[config.mk]
export PLATFORM = sky130hd
export DESIGN_NAME = ajt_ctrl_flat
export DESIGN_NICKNAME = d
export VERILOG_FILES = /design/src/rtl/ajt_pkg.sv /design/src/rtl/ajt_if.sv /design/src/rtl/ajt_ctrl.sv /design/src/flat_wrapper.sv
export SDC_FILE = /design/constraint.sdc
export NUM_CORES = 1
export LEC_CHECK = 0
export ABC_CLOCK_PERIOD_IN_PS = 2800
export BUFFER_PORTS_ARGS = -buffer_cell sky130_fd_sc_hd__buf_2
export CAP_MARGIN = 30
export CELL_PAD_IN_SITES_DETAIL_PLACEMENT = 1
export CELL_PAD_IN_SITES_GLOBAL_PLACEMENT = 2
export CORE_MARGIN = 3
export CORE_UTILIZATION = 32
export CTS_CLUSTER_SIZE = 14
export DETAILED_ROUTE_END_ITERATION = 10
export GPL_ROUTABILITY_DRIVEN = 0
export PLACE_DENSITY_LB_ADDON = 0.25
export RECOVER_POWER = 100
export SETUP_SLACK_MARGIN = 0.15
export SLEW_MARGIN = 10
export SYNTH_ARGS = -nofsm -noshare
export SYNTH_HDL_FRONTEND = slang
export SYNTH_SLANG_ARGS = --single-unit
[constraint.sdc]
create_clock -name i_clk -period 2.8 [get_ports i_clk]
set_clock_uncertainty 0.05 [all_clocks]
set_input_delay 0.14 -clock i_clk [delete_from_list [all_inputs] [get_ports i_clk]]
set_output_delay 0.14 -clock i_clk [all_outputs]
set_load 0.02 [all_outputs]
[src/rtl/ajt_pkg.sv]
`default_nettype none
// ----------------------------------------------------------------------------
// ajt_pkg
// Shared types and constants for the ancestor jump table builder.
// ----------------------------------------------------------------------------
package ajt_pkg;

    localparam int VALUE_W = 8;
    localparam int LEVEL_W = 4;

    localparam logic CMD_LOAD   = 1'b0;
    localparam logic CMD_REPORT = 1'b1;

    typedef enum logic [3:0] {
        S_IDLE,
        S_FIX_RD,
        S_FIX_WR,
        S_BLD_RD1,
        S_BLD_RD2,
        S_BLD_WR,
        S_REP_RD,
        S_REP_CHK,
        S_REP_FIN
    } t_state;

    typedef struct packed {
        logic [VALUE_W-1:0] node;
        logic [LEVEL_W-1:0] level;
        logic [VALUE_W-1:0] ancestor;
        logic               has_ancestor;
        logic               end_of_report;
    } t_res;

endpackage
`default_nettype wire

[src/rtl/ajt_if.sv]
`default_nettype none
// ----------------------------------------------------------------------------
// ajt_in_if / ajt_out_if
// Valid/ready channels for command transactions and result transactions.
// ----------------------------------------------------------------------------
interface ajt_in_if;
    logic       valid;
    logic       ready;
    logic       cmd;
    logic [7:0] value;
    logic       final_parent;

    modport source (output valid, output cmd, output value, output final_parent,
                    input ready);
    modport sink   (input valid, input cmd, input value, input final_parent,
                    output ready);
endinterface

interface ajt_out_if;
    logic       valid;
    logic       ready;
    logic [7:0] node;
    logic [3:0] level;
    logic [7:0] ancestor;
    logic       has_ancestor;
    logic       end_of_report;

    modport source (output valid, output node, output level, output ancestor,
                    output has_ancestor, output end_of_report, input ready);
    modport sink   (input valid, input node, input level, input ancestor,
                    input has_ancestor, input end_of_report, output ready);
endinterface
`default_nettype wire

[src/rtl/ajt_ctrl.sv]
`default_nettype none
// ----------------------------------------------------------------------------
// ajt_ctrl
// Sequencer for load, table build and report; shares one range comparator
// and drives the result register.
// ----------------------------------------------------------------------------
module ajt_ctrl
    import ajt_pkg::*;
#(
    parameter int MAX_NODES = 255,
    parameter int LEVELS    = 9,
    parameter int NW        = 8,
    parameter int AW        = 12
) (
    input  wire logic               i_clk,
    input  wire logic               i_rst_n,
    ajt_in_if.sink                  i_item,
    ajt_out_if.source               o_res,
    output logic                    o_mem_we,
    output logic [AW-1:0]           o_mem_waddr,
    output logic [VALUE_W-1:0]      o_mem_wdata,
    output logic [AW-1:0]           o_mem_raddr,
    input  wire logic [VALUE_W-1:0] i_mem_rdata
);

    localparam int DW = (LEVELS > 1) ? $clog2(LEVELS) : 1;
    localparam int CW = (NW > VALUE_W) ? NW : VALUE_W;

    function automatic logic [AW-1:0] f_addr(input logic [DW-1:0] d,
                                             input logic [NW-1:0] i);
        return AW'({d, i});
    endfunction

    t_state             r_state, n_state;
    logic [NW-1:0]      r_lc, n_lc;
    logic               r_ready, n_ready;
    logic [NW-1:0]      r_i, n_i;
    logic [DW-1:0]      r_d, n_d;
    logic [VALUE_W-1:0] r_mid, n_mid;
    logic [VALUE_W-1:0] r_node, n_node;
    logic               r_pend_valid, n_pend_valid;
    logic [DW-1:0]      r_pend_level, n_pend_level;
    logic [VALUE_W-1:0] r_pend_anc, n_pend_anc;
    logic               r_out_valid, n_out_valid;
    t_res               r_out, n_out;

    logic [VALUE_W-1:0] cmp_opnd;
    logic               cmp_le;
    logic               out_free;
    logic [DW-1:0]      dm1;

    // shared range comparator against the loaded count
    always_comb begin
        case (r_state)
            S_IDLE:   cmp_opnd = i_item.value;
            S_FIX_WR: cmp_opnd = i_mem_rdata;
            default:  cmp_opnd = r_mid;
        endcase
    end
    assign cmp_le   = (CW'(cmp_opnd) <= CW'(r_lc));
    assign out_free = !r_out_valid || o_res.ready;
    assign dm1      = r_d - DW'(1);

    always_ff @(posedge i_clk) begin
        if (!i_rst_n) begin
            r_state      <= S_IDLE;
            r_lc         <= '0;
            r_ready      <= 1'b0;
            r_pend_valid <= 1'b0;
            r_out_valid  <= 1'b0;
        end else begin
            r_state      <= n_state;
            r_lc         <= n_lc;
            r_ready      <= n_ready;
            r_pend_valid <= n_pend_valid;
            r_out_valid  <= n_out_valid;
        end
        r_i          <= n_i;
        r_d          <= n_d;
        r_mid        <= n_mid;
        r_node       <= n_node;
        r_pend_level <= n_pend_level;
        r_pend_anc   <= n_pend_anc;
        r_out        <= n_out;
    end

    always_comb begin
        logic [NW-1:0] lc_eff;
        logic          can_go;

        n_state      = r_state;
        n_lc         = r_lc;
        n_ready      = r_ready;
        n_i          = r_i;
        n_d          = r_d;
        n_mid        = r_mid;
        n_node       = r_node;
        n_pend_valid = r_pend_valid;
        n_pend_level = r_pend_level;
        n_pend_anc   = r_pend_anc;
        n_out        = r_out;
        n_out_valid  = r_out_valid && !o_res.ready;
        o_mem_we     = 1'b0;
        o_mem_waddr  = '0;
        o_mem_wdata  = '0;
        o_mem_raddr  = f_addr(r_d, r_i);
        lc_eff       = r_ready ? '0 : r_lc;
        can_go       = 1'b0;

        case (r_state)
            S_IDLE: begin
                if (i_item.valid) begin
                    if (i_item.cmd == CMD_LOAD) begin
                        n_ready = 1'b0;
                        n_lc    = lc_eff;
                        if (lc_eff < NW'(MAX_NODES)) begin
                            n_lc        = lc_eff + NW'(1);
                            o_mem_we    = 1'b1;
                            o_mem_waddr = f_addr('0, lc_eff + NW'(1));
                            o_mem_wdata = i_item.value;
                        end
                        if (i_item.final_parent) begin
                            n_i     = '0;
                            n_d     = '0;
                            n_state = S_FIX_RD;
                        end
                    end else begin
                        n_node       = i_item.value;
                        n_d          = '0;
                        n_pend_valid = 1'b0;
                        n_i          = NW'(i_item.value);
                        if (r_ready && i_item.value != '0 && cmp_le) begin
                            n_state = S_REP_RD;
                        end else begin
                            n_state = S_REP_FIN;
                        end
                    end
                end
            end
            S_FIX_RD: begin
                o_mem_raddr = f_addr('0, r_i);
                n_state     = S_FIX_WR;
            end
            S_FIX_WR: begin
                o_mem_we    = 1'b1;
                o_mem_waddr = f_addr('0, r_i);
                o_mem_wdata = (r_i == '0 || !cmp_le) ? '0 : i_mem_rdata;
                if (r_i == r_lc) begin
                    n_i = '0;
                    if (LEVELS > 1) begin
                        n_d     = DW'(1);
                        n_state = S_BLD_RD1;
                    end else begin
                        n_ready = 1'b1;
                        n_state = S_IDLE;
                    end
                end else begin
                    n_i     = r_i + NW'(1);
                    n_state = S_FIX_RD;
                end
            end
            S_BLD_RD1: begin
                o_mem_raddr = f_addr(dm1, r_i);
                n_state     = S_BLD_RD2;
            end
            S_BLD_RD2: begin
                n_mid       = i_mem_rdata;
                o_mem_raddr = f_addr(dm1, NW'(i_mem_rdata));
                n_state     = S_BLD_WR;
            end
            S_BLD_WR: begin
                o_mem_we    = 1'b1;
                o_mem_waddr = f_addr(r_d, r_i);
                o_mem_wdata = cmp_le ? i_mem_rdata : '0;
                if (r_i == r_lc) begin
                    n_i = '0;
                    if (r_d == DW'(LEVELS - 1)) begin
                        n_ready = 1'b1;
                        n_state = S_IDLE;
                    end else begin
                        n_d     = r_d + DW'(1);
                        n_state = S_BLD_RD1;
                    end
                end else begin
                    n_i     = r_i + NW'(1);
                    n_state = S_BLD_RD1;
                end
            end
            S_REP_RD: begin
                n_state = S_REP_CHK;
            end
            S_REP_CHK: begin
                // hold the read address so the read data stays put while stalled
                can_go = (i_mem_rdata == '0) || !r_pend_valid || out_free;
                if (can_go) begin
                    if (i_mem_rdata != '0) begin
                        if (r_pend_valid) begin
                            n_out_valid         = 1'b1;
                            n_out.node          = r_node;
                            n_out.level         = LEVEL_W'(r_pend_level);
                            n_out.ancestor      = r_pend_anc;
                            n_out.has_ancestor  = 1'b1;
                            n_out.end_of_report = 1'b0;
                        end
                        n_pend_valid = 1'b1;
                        n_pend_level = r_d;
                        n_pend_anc   = i_mem_rdata;
                    end
                    if (r_d == DW'(LEVELS - 1)) begin
                        n_state = S_REP_FIN;
                    end else begin
                        n_d     = r_d + DW'(1);
                        n_state = S_REP_RD;
                    end
                end
            end
            S_REP_FIN: begin
                if (out_free) begin
                    n_out_valid         = 1'b1;
                    n_out.node          = r_node;
                    n_out.level         = r_pend_valid ? LEVEL_W'(r_pend_level) : '0;
                    n_out.ancestor      = r_pend_valid ? r_pend_anc : '0;
                    n_out.has_ancestor  = r_pend_valid;
                    n_out.end_of_report = 1'b1;
                    n_pend_valid        = 1'b0;
                    n_state             = S_IDLE;
                end
            end
            default: begin
                n_state = S_IDLE;
            end
        endcase
    end

    assign i_item.ready        = (r_state == S_IDLE);
    assign o_res.valid         = r_out_valid;
    assign o_res.node          = r_out.node;
    assign o_res.level         = r_out.level;
    assign o_res.ancestor      = r_out.ancestor;
    assign o_res.has_ancestor  = r_out.has_ancestor;
    assign o_res.end_of_report = r_out.end_of_report;

endmodule
`default_nettype wire

[src/flat_wrapper.sv]
// flat-port wrapper written by rule: the top's interface ports become plain ports
module ajt_ctrl_flat import ajt_pkg::*;
#(
    parameter int MAX_NODES = 255,
    parameter int LEVELS    = 9,
    parameter int NW        = 8,
    parameter int AW        = 12
)
  (i_clk, i_rst_n, o_mem_we, o_mem_waddr, o_mem_wdata, o_mem_raddr, i_mem_rdata, i_item_valid, i_item_cmd, i_item_value, i_item_final_parent, i_item_ready, o_res_valid, o_res_node, o_res_level, o_res_ancestor, o_res_has_ancestor, o_res_end_of_report, o_res_ready);
  ajt_in_if i_item_i ();
  ajt_out_if o_res_i ();
  input  wire logic i_clk;
  input  wire logic i_rst_n;
  output logic o_mem_we;
  output logic [AW-1:0] o_mem_waddr;
  output logic [VALUE_W-1:0] o_mem_wdata;
  output logic [AW-1:0] o_mem_raddr;
  input  wire logic [VALUE_W-1:0] i_mem_rdata;
  input wire logic [$bits(i_item_i.valid)-1:0] i_item_valid;
  input wire logic [$bits(i_item_i.cmd)-1:0] i_item_cmd;
  input wire logic [$bits(i_item_i.value)-1:0] i_item_value;
  input wire logic [$bits(i_item_i.final_parent)-1:0] i_item_final_parent;
  output wire logic [$bits(i_item_i.ready)-1:0] i_item_ready;
  output wire logic [$bits(o_res_i.valid)-1:0] o_res_valid;
  output wire logic [$bits(o_res_i.node)-1:0] o_res_node;
  output wire logic [$bits(o_res_i.level)-1:0] o_res_level;
  output wire logic [$bits(o_res_i.ancestor)-1:0] o_res_ancestor;
  output wire logic [$bits(o_res_i.has_ancestor)-1:0] o_res_has_ancestor;
  output wire logic [$bits(o_res_i.end_of_report)-1:0] o_res_end_of_report;
  input wire logic [$bits(o_res_i.ready)-1:0] o_res_ready;
  assign i_item_i.valid = i_item_valid;
  assign i_item_i.cmd = i_item_cmd;
  assign i_item_i.value = i_item_value;
  assign i_item_i.final_parent = i_item_final_parent;
  assign i_item_ready = i_item_i.ready;
  assign o_res_valid = o_res_i.valid;
  assign o_res_node = o_res_i.node;
  assign o_res_level = o_res_i.level;
  assign o_res_ancestor = o_res_i.ancestor;
  assign o_res_has_ancestor = o_res_i.has_ancestor;
  assign o_res_end_of_report = o_res_i.end_of_report;
  assign o_res_i.ready = o_res_ready;
  ajt_ctrl #(.MAX_NODES(MAX_NODES), .LEVELS(LEVELS), .NW(NW), .AW(AW)) u_core (.i_clk(i_clk), .i_rst_n(i_rst_n), .i_item(i_item_i), .o_res(o_res_i), .o_mem_we(o_mem_we), .o_mem_waddr(o_mem_waddr), .o_mem_wdata(o_mem_wdata), .o_mem_raddr(o_mem_raddr), .i_mem_rdata(i_mem_rdata));
endmodule
# Word-level counts from Yosys, hierarchy flattened
# Index checks and enable logic that the tools add are counted.
totals:
  ff_bits: 77
  elab_cells: 140
  inputBits: 22
  out_inout_bits: 57
classes:
  n_lt_le_gt_ge: 2
  addsub: 4
  n_reduce_logical: 31
  bitwise_logic: 1
  muxes: 65
  n_eq_ne: 21
op_table:
  columns: ["op", "n"]
  rows:
  - ["two-way mux 8 bit", 13]
  - ["two-way mux 22 bit", 4]
  - ["case mux 12 bit (3 select lines)", 2]
  - ["two-way mux 4 bit", 15]
  - ["case mux 22 bit (2 select lines)", 1]
  - ["case mux 4 bit (9 select lines)", 1]
  - ["case mux 8 bit (2 select lines)", 2]
  - ["two-way mux 12 bit", 2]
  - ["case mux 8 bit (3 select lines)", 1]
  - ["adder 8 x 1 -> 8 bit, second input constant", 2]
  - ["equality test 4 x 3 -> 1 bit, second input constant", 4]
  - ["zero test 8 bit", 2]
  - ["two-way mux 1 bit", 16]
  - ["case mux 4 bit (4 select lines)", 1]
  - ["nonzero test 8 bit", 2]
  - ["!= test 2 x 1 -> 1 bit, second input constant", 7]
  - ["AND reduction 3 bit", 4]
  - ["AND reduction 6 bit", 2]
  - ["AND reduction 5 bit", 2]
  - ["equality test 4 x 2 -> 1 bit, second input constant", 2]
  - ["equality test 4 bit, second input constant", 2]
  - ["equality test 8 bit", 1]
  - ["less-or-equal comparator 8 bit", 1]
  - ["less-than comparator 8 bit, second input constant", 1]
  - ["other kinds (18)", 34]

# Depth between registers and ports, before layout
# Gate-level depths: netlist of the first run.
logic_depth:
  ltp_word: 8
  ltp_mapped: 12
  depth_no_buf: 9

# Worst setup path after synthesis of the first run
# OpenSTA, ideal clock, no wires.
synth_path:
  kind: "register to output"
  start: "register u_core.r_state[2]"
  end: "output port o_mem_wdata[0]"
  slack_ns: -0.109
  required_ns: 2.610
  n_path_buf: 3
  arrival_time_ns: 2.719
  stages_incl_launch_ff: 12
  cell_sequence: "dfxtp_1 buf_2 nor3_1 clkbuf_1 clkbuf_1 a21oi_1 ha_1 nor2b_1 o211ai_1 a211oi_1 nor3_2 a22o_1"
synth_between:
  elab_chain_len: 7
  word_cells_on_any_way: 10
  cone_classes: "1 x order compare; 2 x eq/ne; 4 x mux; 3 x reduce/logical"
synth_rtl:
  columns: ["item", "line", "text"]
  rows:
  - ["start, declared", "ajt_ctrl.sv:34", "t_state r_state, n_state;"]
  - ["start signal, assigned", "ajt_ctrl.sv:72", "r_state <= n_state;"]
  - ["equality test 4 x 2 -> 1 bit or zero test 4 bit (tied branches)", "ajt_ctrl.sv:54, ajt_ctrl.sv:110", null]
  - ["case mux 8 bit (2 select lines)", "ajt_ctrl.sv:54", "case (r_state)"]
  - ["less-or-equal comparator 8 bit", "ajt_ctrl.sv:60", "assign cmp_le = (CW'(cmp_opnd) <= CW'(r_lc));"]
  - ["zero test 1 bit", "ajt_ctrl.sv:147", "o_mem_wdata = (r_i == '0 || !cmp_le) ? '0 : i_mem_rdata;"]
  - ["logical OR 1 bit", "ajt_ctrl.sv:147", null]
  - ["two-way mux 8 bit", "ajt_ctrl.sv:147", null]
  - ["case mux 8 bit (3 select lines) (*)", "ajt_ctrl.sv:110", "case (r_state)"]
  - ["end, declared", "flat_wrapper.sv:16", "output logic [VALUE_W-1:0] o_mem_wdata;"]
# Mark *: on every way between the ends. The rest lies on a longest branch, timed or not.

# Final worst setup path of the first run
layout_path:
  start: "register u_core.r_state[2]"
  end: "output port o_mem_wdata[4]"
# The elaborated chain is that of the path after synthesis.

==> results.ini, run 1 <==
[grt]
grt_pass1_vias = 3696
grt_pass1_wl_um = 20580
track_usage = 0.1801
gr-total-overflow = 0
antenna_found_initial = 0
grt_max_degree = 23

[floorplan]
die_h_um = 122.2
fp.dieW_um = 122.2
die-area_um2 = 14920
core_um2 = 12930
initial_utilization = 0.3340
rows = 41
io_pins = 79

[sta]
hold_ws_ns = 0.03912
max_slew_margin = 0.5375
hold_violations = 0
fin_ws_ns = -0.1258
fin_crit_ns = 2.926
setup_viol = 8
maxClockFrequency_mhz = 341.8
period_share = 1.045
worstMarginPinSlew_ns = 0.6923
slew_violations = 0
rsz0062_at_grt = true
final.setup.tns_ns = -0.8403

[power_and_ir_drop]
p_int_mw = 2.228
ir_drop_mv = 0.2752
leakage_nw = 2.030
clock_power_share = 0.420
power_density_nw_per_um2 = 547.4
power_frac_seq = 0.441
p_sw_frac = 0.2626
switchingPower_mw = 0.7932
power.total_mw = 3.021
comb_power_share = 0.139

[critical_path]
start_kind = register
cp_max_fo = 8
critical_path_required_ns = 2.61
arrival_ns = 2.74
path_class = register to output pin
cp-end-kind = output pin

[final_layout]
multi_input_area_um2 = 2097
layout.nets = 537
utilization = 0.4269
register_area_um2 = 2168
finalInstanceArea_um2 = 5519
layout-drive-gt1-share = 0.2465
antenna_cells = 0
instances_no_fill = 679
synthToLayoutAreaGrowth_pct = 27.82
n_fill_cell = 1483

[logic_synthesis]
ys_seq_area_frac = 0.5007
ys_warn_count = 0
synth_edf_count = 62
ys_ff_latch = 77
synth_most_common_cell = edfxtp_1
syn_nets = 441
yosysUniqueCellTypes = 58
netlist_top_cells_count = edfxtp_1, nor2_1, a21oi_1
synth_ff_type = edfxtp_1
async_flop_share = 0
synth_area_leader_cell = edfxtp_1
syn_area_per_cell_um2 = 10.64
synthCells = 406
synthAdderAreaFrac = 0.03767
synth_compound_area_frac = 0.1623
yosys-top-cells-area = edfxtp_1, dfxtp_1, ha_1
synth_top_family_by_area = simple AND/OR/NAND/NOR gates
synth_area_um2 = 4318
synth-xor-area-share = 0.04260
synth_top_area_frac = 0.4312
synthMuxAreaShare = 0.03651
synth-simple-area-share = 0.1808

[placed_design]
port_buffers = 78
place_hpwl_um = 9513
dpl_cell_area_um2 = 5006
pre_cts_slack_ns = -0.06629
place_inst = 654

[detailed_routing]
routed_wirelength_um = 13200
ant_nets = 0
vias = 3565
drcViolationCount = 0
first_pass_iters = 4
avgRoutedWirePerCell_um = 19.44
dr.first_iter.drc_count = 154
vias_per_cell = 5.250

[hold_path]
hold_path_class = input port to register

[clocking]
hold_buffers = 0
cts_tree = done
root_buffer = clkbuf_16
clock_latency_ns = 0.34
cts_buffer_depth = 2
cts_sinks = 77
cts_buffers = 9
path_clk_slew_ns = 0.06
cts_max_level = 3

[outcome]
violations = setup timing
status = complete, but fails checks

[run]
maxCapViolCount = 0

[registers in the layout, indices dropped and copies added (netlist names)]
name,cells
u_core.o_res.ancestor,8
u_core.r_mid,8
u_core.o_res.level,4
u_core.r_lc,8
u_core.r_ready,1
u_core.o_res.end_of_report,1
u_core.r_d,4
u_core.r_node,8
u_core.r_i,8
u_core.r_pend_level,4
u_core.o_res.has_ancestor,1
u_core.r_pend_valid,1
u_core.r_state,4
u_core.o_res.valid,1
u_core.o_res.node,8
u_core.r_pend_anc,8
[power groups by stage]
| stage | sequential (mW) | clock [mW] | combinational (mW) |
|---|---|---|---|
| after floorplan | 1.34 | 0 | 0.247 |
| after global placement | 1.35 | 0 | 0.377 |
| after detailed placement | 1.35 | 0 | 0.385 |
| after CTS | 1.33 | 1.29 | 0.408 |
| after global routing | 1.34 | 1.34 | 0.459 |
| final | 1.33 | 1.27 | 0.419 |
[worst paths after layout]
kind	cells past startpoint	end	slack, ns	startpoint
max	11	o_mem_wdata[4]	-0.13	u_core.r_state[2]$_SDFFE_PN0P_
min	1	u_core.r_node[3]$_DFFE_PP_	0.04	i_item_value[3]
max reg2reg	12	u_core.r_state[2]$_SDFFE_PN0P_	0.03	u_core.r_state[2]$_SDFFE_PN0P_
min reg2reg	0	u_core.o_res.node[1]$_DFFE_PP_	0.37	u_core.r_node[1]$_DFFE_PP_
[layout by cell type, fill, tap and decap left out, types with 13 or more instances in the layout]
| master | count |
|---|---|
| buf_2 | 35 |
| a21oi_1 | 25 |
| buf_4 | 31 |
| nor2_1 | 26 |
| clkbuf_1 | 35 |
| xnor2_1 | 18 |
| nand2_1 | 24 |
| edfxtp_1 | 62 |
| nor2b_1 | 17 |
| ha_1 | 13 |
| o21ai_0 | 15 |
| inv_1 | 14 |
| a22o_1 | 15 |
[per-layer routing]
layer | share of wire | up-vias | GRT usage
li1 | - | 1683 | -
met1 | 0.47 | 1780 | 0.2419
met2 | 0.48 | 84 | 0.2980
met3 | 0.043 | 18 | 0.04364
met4 | 0.014 | 0 | 0.03569
met5 | 0 | - | 0
[worst max-delay path: stages, from the launching register on]
cell,delay [ns]
dfxtp_2,0.33
nor3_4,0.22
buf_6,0.16
a21oi_1,0.08
ha_1,0.33
nand4_1,0.21
buf_4,0.21
a211oi_4,0.27
nor3_4,0.09
buf_6,0.14
a22o_1,0.21
buf_6,0.13
[final cells by class]
class                   instances  share of cell area
clock buffers                   9             0.04081
clock inverters                 7             0.01768
inverters                      14            0.009522
multi-input cells             288              0.3800
flip-flops and latches         77              0.3929
well taps                     172             0.03899
repair buffers                112              0.1202
[what timing repair did]
| item | 4_1_cts | 5_1_grt |
|---|---|---|
| endpoints found under the hold margin | 0 | 0 |
| endpoints found under the setup margin | 9 | 19 |
| pin swaps | 10 | 14 |
| gates resized for setup | 29 | 17 |
| cloned | 1 | 0 |
| setup buffers | 4 | 4 |
[logic make-up (layout without fill, tap and decap cells)]
logic type / after synthesis / in the layout
and+or+nand+nor: 136 / 136
AOI/OAI and AO/OA: 103 / 103
DFF: 77 / 77
buffers and inverters: 41 / 142
xor gates and xnor gates: 21 / 21
muxes: 15 / 15
adders and majority gates: 13 / 13
Note: power is estimated with default switching activity, not from simulation.
==> run 2, diff against run 1 <==
CORE_ASPECT_RATIO = 1.2   (was default)
==> run 2 against run 1 <==
The run still ends with setup timing left. Flip-flop and latch count did not move. Final cell count fell by 0.88%. Setup slack improved by 0.029 ns. Die area barely moved. Critical endpoint is now o_mem_wdata[2].
==> results.ini, run 2 (same netlist as run 1, synthesis figures left out) <==
[outcome]
status = complete, but fails checks
violations = setup timing

[sta]
period_share = 1.035  ; -0.01034
fin_crit_ns = 2.897  ; -0.02896 ns
setup_viol = 9  ; +1
hold_violations = 0  ; unchanged
fin_ws_ns = -0.09683  ; +0.02896 ns
slew_violations = 0  ; unchanged
worstMarginPinSlew_ns = 0.7689  ; +0.07658 ns
max_slew_margin = 0.4864  ; -0.05116
maxClockFrequency_mhz = 345.2  ; +1.0%
rsz0062_at_grt = true
final.setup.tns_ns = -0.5227  ; +0.3176 ns

[clocking]
root_buffer = clkbuf_16
cts_tree = done
cts_sinks = 77  ; unchanged
cts_buffer_depth = 2  ; unchanged
cts_max_level = 3  ; unchanged
path_clk_slew_ns = 0.06  ; about the same
cts_buffers = 9  ; unchanged
clock_latency_ns = 0.34  ; about the same
hold_buffers = 0  ; unchanged

[hold_path]
hold_path_class = input port to register

[detailed_routing]
routed_wirelength_um = 13180  ; -0.13%
avgRoutedWirePerCell_um = 19.59  ; +0.76%
ant_nets = 0  ; unchanged
vias_per_cell = 5.327  ; +1.5%
vias = 3585  ; +0.56%
first_pass_iters = 4  ; unchanged
dr.first_iter.drc_count = 237  ; +54%
drcViolationCount = 0  ; unchanged

[floorplan]
initial_utilization = 0.3334  ; -0.0005809
core_um2 = 12950  ; +0.17%
rows = 45  ; +9.8%
fp.dieW_um = 112.0  ; -8.3%
die-area_um2 = 14930  ; about the same
io_pins = 79  ; unchanged
die_h_um = 133.3  ; +9.1%

[final_layout]
layout.nets = 539  ; +0.37%
finalInstanceArea_um2 = 5455  ; -1.2%
utilization = 0.4213  ; -0.005670
mostFrequentLayoutCell = edfxtp_1
n_fill_cell = 1482  ; -0.067%
antenna_cells = 0  ; unchanged
layout-drive-gt1-share = 0.2063  ; -0.04026
final_cell_mix = edfxtp_1, clkbuf_1, nand2_1, nor2_1, a21oi_1
synthToLayoutAreaGrowth_pct = 26.34

[grt]
grt_pass1_wl_um = 20440  ; -0.67%
grt_pass1_vias = 3616  ; -2.2%
antenna_found_initial = 0  ; unchanged
gr-total-overflow = 0  ; unchanged
track_usage = 0.1760  ; -0.004178
grt_max_degree = 23  ; unchanged

[power_and_ir_drop]
leakage_nw = 1.942  ; -4.4%
ir_drop_mv = 0.2592  ; -5.8%
power_density_nw_per_um2 = 533.5  ; -2.5%
power.total_mw = 2.910  ; -3.7%

[run]
maxCapViolCount = 0  ; unchanged

[critical_path]
critical_path_required_ns = 2.61  ; about the same
cp-end-kind = output pin
path_class = register to output pin
start_kind = register
arrival_ns = 2.71  ; -0.03 ns
cp_max_fo = 7  ; -1

[placed_design]
dpl_cell_area_um2 = 4989  ; -0.35%
port_buffers = 78  ; unchanged
place_hpwl_um = 9496  ; -0.19%

## run 2: final timing paths
check        depth (start not counted)                            from                        endpoint  slack, ns
max                                 14  u_core.r_state[2]$_SDFFE_PN0P_                  o_mem_wdata[2]       -0.1
min                                  1                 i_item_value[1]      u_core.r_node[1]$_DFFE_PP_       0.07
max reg2reg                         13  u_core.r_state[2]$_SDFFE_PN0P_  u_core.r_state[1]$_SDFFE_PN0P_          0
min reg2reg                          0      u_core.r_node[4]$_DFFE_PP_  u_core.o_res.node[4]$_DFFE_PP_       0.37
## run 2: stage by stage
| stage | cells | hold slack, ns | worst slack [ns] |
|---|---|---|---|
| floorplan | 406 | 0.1889 | 0.1519 |
| global placement | 645 | 0.3535 | -0.004918 |
| detailed placement | 645 | 0.3563 | -0.06019 |
| CTS | 668 | 0.004287 | -0.04879 |
| global route | 673 | 0.06368 | -0.2167 |
| finish | 673 | 0.07252 | -0.09683 |
## run 2: report_power, final
part | total (mW) | switching [mW] | internal, mW | leakage [nW]
clock | 1.15 | 0.459 | 0.694 | 0.138
combinational | 0.420 | 0.254 | 0.166 | 1.11
sequential | 1.34 | 0.0559 | 1.28 | 0.698
total | 2.91 | 0.769 | 2.14 | 1.94
## run 2: final cells by class
| cell class | instances | area [µm²] | share of cell area |
|---|---|---|---|
| clock inverter | 5 | 58.81 | 0.01078 |
| tap | 164 | 205.2 | 0.03761 |
| inverter | 14 | 52.55 | 0.009633 |
| timing repair buffer | 114 | 633.1 | 0.1161 |
| clock buffer | 11 | 232.7 | 0.04266 |
| sequential | 77 | 2167 | 0.3972 |
| multi-input combinational | 288 | 2106 | 0.3860 |
## run 2: layer usage
metal / part of all wire / vias up / track usage / routed length, µm
met2: 0.48 / 88 / 0.2890 / 6316
li1: - / 1693 / - / -
met1: 0.46 / 1782 / 0.2373 / 6112
met4: 0.021 / 0 / 0.05210 / 277
met5: 0 / - / 0 / 0
met3: 0.036 / 22 / 0.03226 / 478
## run 2: timing repair
item	CTS	global route
setup endpoints to repair	18	19
resized for setup	37	14
buffers inserted	6	5
cloned	1	0
pin swaps	12	14
## run 2: critical path, stage by stage (launching register included)
cell and delay (ns):
dfxtp_2 0.33, nor3_4 0.24, buf_6 0.17, buf_4 0.11, buf_6 0.09, nor2_2 0.03, a21oi_2 0.14, ha_4 0.23
nand4_1 0.09, nor2_2 0.06, a211oi_2 0.26, nor3_4 0.09, buf_6 0.14, a22o_1 0.22, buf_6 0.14
==> run 3, diff against run 2 <==
==> constraint.sdc (replaced) <==
create_clock -name i_clk -period 2.8 [get_ports i_clk]
set_clock_uncertainty 0.05 [all_clocks]
set_input_delay 0.42 -clock i_clk [delete_from_list [all_inputs] [get_ports i_clk]]
set_output_delay 0.42 -clock i_clk [all_outputs]
set_load 0.02 [all_outputs]
==> run 3 against run 2 <==
The run still ends with setup timing left. Highest routed layer unchanged. Largest power group unchanged. Setup slack got worse by 0.26 ns. Flip-flop and latch count unchanged. Global-route usage increased by 0.81 points. Core utilization increased by 2.7 points. Power increased by 2.9%. Largest cell class unchanged. Maximum frequency decreased by 8.3%. Design area increased by 6.4%.
==> results.ini, run 3 (same netlist as run 1, synthesis figures left out) <==
[final_layout]
antenna_cells = 0  ; unchanged
layout.nets = 575  ; +6.7%
layout-drive-gt1-share = 0.2936  ; +0.08729
synthToLayoutAreaGrowth_pct = 34.42
final_cell_mix = edfxtp_1, clkbuf_1, buf_4
n_fill_cell = 1466  ; -1.1%
instances_no_fill = 709  ; +5.3%
mostFrequentLayoutCell = edfxtp_1

[critical_path]
start_kind = register
critPathMaxStageDelay_ns = 0.33  ; about the same
path_class = register to output pin
r2r_cells = 13  ; unchanged
timing.rr.start = u_core.r_state[2]$_SDFFE_PN0P_
r2r_end = u_core.r_state[2]$_SDFFE_PN0P_
r2r_slack_ns = 0.13  ; +0.13 ns
critPathTopFamily = buffers and inverters
path_cells = nor3_4, buf_4, clkbuf_16, nor2_1, a21oi_1, ha_1, nand4_1, nor2_2, a211oi_2, nor3_4, buf_4, a22o_1, buf_2
cp_slowest_cell = dfxtp_2
arrival_ns = 2.69  ; -0.02 ns
cp_max_fo = 8  ; +1
critical_path_required_ns = 2.33  ; -0.28 ns
cp-startpoint = u_core.r_state[2]$_SDFFE_PN0P_
cp-end-kind = output pin
timing.critical_path.buf_inv = 4  ; -1

[sta]
setup_viol = 8  ; -1
fin_crit_ns = 3.158  ; +0.2609 ns
hold_ws_ns = 0.3717  ; +0.2991 ns
maxClockFrequency_mhz = 316.7  ; -8.3%
fin_ws_ns = -0.3577  ; -0.2609 ns
hold_violations = 0  ; unchanged
max_slew_margin = 0.5961  ; +0.1098
slew_violations = 0  ; unchanged
worstMarginPinSlew_ns = 0.6002  ; -0.1686 ns
period_share = 1.128  ; +0.09317
final.setup.tns_ns = -2.620  ; -2.097 ns
rsz0062_at_grt = true

[floorplan]
die_h_um = 133.3  ; unchanged
fp.dieW_um = 112.0  ; unchanged
die-area_um2 = 14930  ; unchanged
initial_utilization = 0.3334  ; unchanged
rows = 45  ; unchanged
io_pins = 79  ; unchanged
core_um2 = 12950  ; unchanged

[clocking]
cts_buffer_depth = 2  ; unchanged
root_buffer = clkbuf_16
cts_max_level = 3  ; unchanged
hold_buffers = 0  ; unchanged
cts_sinks = 77  ; unchanged
cts_buffers = 9  ; unchanged
cts_tree = done
path_clk_slew_ns = 0.06  ; about the same
clock_latency_ns = 0.35  ; about the same

[placed_design]
place_hpwl_um = 10100  ; +6.4%
port_buffers = 78  ; unchanged
place_inst = 664  ; +2.9%

[detailed_routing]
wl_met3_um = 606  ; +27%
drcViolationCount = 0  ; unchanged
vias_per_cell = 5.276  ; -0.95%
ant_nets = 0  ; unchanged
dr.first_iter.drc_count = 205  ; -14%
vias = 3741  ; +4.4%
met2_length_um = 7015  ; +11%
first_pass_iters = 4  ; unchanged
avgRoutedWirePerCell_um = 19.61  ; about the same
highest-signal-layer = met4
routed_wirelength_um = 13900  ; +5.4%
wl_met1_um = 6030  ; -1.3%

[power_and_ir_drop]
power_density_nw_per_um2 = 516.1  ; -3.3%
ir_drop_mv = 0.2353  ; -9.2%
leakage_nw = 2.201  ; +13%
power.total_mw = 2.996  ; +2.9%

[outcome]
violations = setup timing
status = complete, but fails checks

[hold_path]
hold_path_class = register to register
hold_start = u_core.r_node[7]$_DFFE_PP_
whs_path_depth = 0  ; -1
hold_end = u_core.o_res.node[7]$_DFFE_PP_

[grt]
grt_pass1_wl_um = 21330  ; +4.4%
gr-total-overflow = 0  ; unchanged
grt_max_degree = 23  ; unchanged
track_usage = 0.1841  ; +0.008144
grt_pass1_vias = 3840  ; +6.2%
antenna_found_initial = 0  ; unchanged

[run]
maxCapViolCount = 0  ; unchanged

## run 3: cell count changes in the layout (fill, tap and decap cells not counted), sizes merged
cell / delta
nor2: +1
clkbuf: -14
clkinvlp: +1
buf: +48
## run 3: power breakdown
part           switching [mW]  leakage (nW)  internal, mW  total, mW
Sequential             0.0365         0.699          1.28       1.32
Combinational           0.282          1.36         0.204      0.486
Clock                   0.496         0.140         0.699       1.19
Total                   0.815          2.20          2.18       3.00
## run 3: worst max path at each step
| stage | endpoint | depth (start not counted) |
|---|---|---|
| after detailed placement | o_mem_wdata[1] | 10 |
| after global placement | o_mem_wdata[0] | 10 |
| after global routing | o_mem_wdata[3] | 13 |
| final | o_mem_wdata[1] | 13 |
| after floorplan | o_mem_wdata[0] | 11 |
| after CTS | o_mem_wdata[1] | 11 |
## run 3: what timing repair did
item	CTS	global route
setup endpoints to repair	19	29
gates resized for setup	21	28
cloned	1	2
buffers inserted	3	23
pin swaps	5	5
## run 3: metrics by stage
| stage | util | area (µm²) | setup WS [ns] |
|---|---|---|---|
| 2_1_floorplan | - | 4397 | 0.1046 |
| 5_1_grt | 0.4482 | 5804 | -0.4863 |
| 4_1_cts | 0.4308 | 5579 | -0.2827 |
| 3_5_place_dp | 0.3995 | 5174 | 0.02752 |
| 3_3_place_gp | 0.3995 | 5174 | 0.09395 |
| 6_report | 0.4482 | 5804 | -0.3577 |
## run 3: layout make-up
type | instances | area (µm²) | share of cell area
clock inverters | 6 | 71.32 | 0.01229
repair buffers | 149 | 940.9 | 0.1621
flip-flops and latches | 77 | 2173 | 0.3744
multi-input cells | 289 | 2132 | 0.3673
inverters | 14 | 52.55 | 0.009054
well taps | 164 | 205.2 | 0.03535
clock buffers | 10 | 229.0 | 0.03945
## run 3: per-layer routing
metal,up-vias,track usage
li1,1782,-
met4,0,0.06012
met1,1849,0.2380
met3,18,0.02999
met5,-,0
met2,92,0.3147
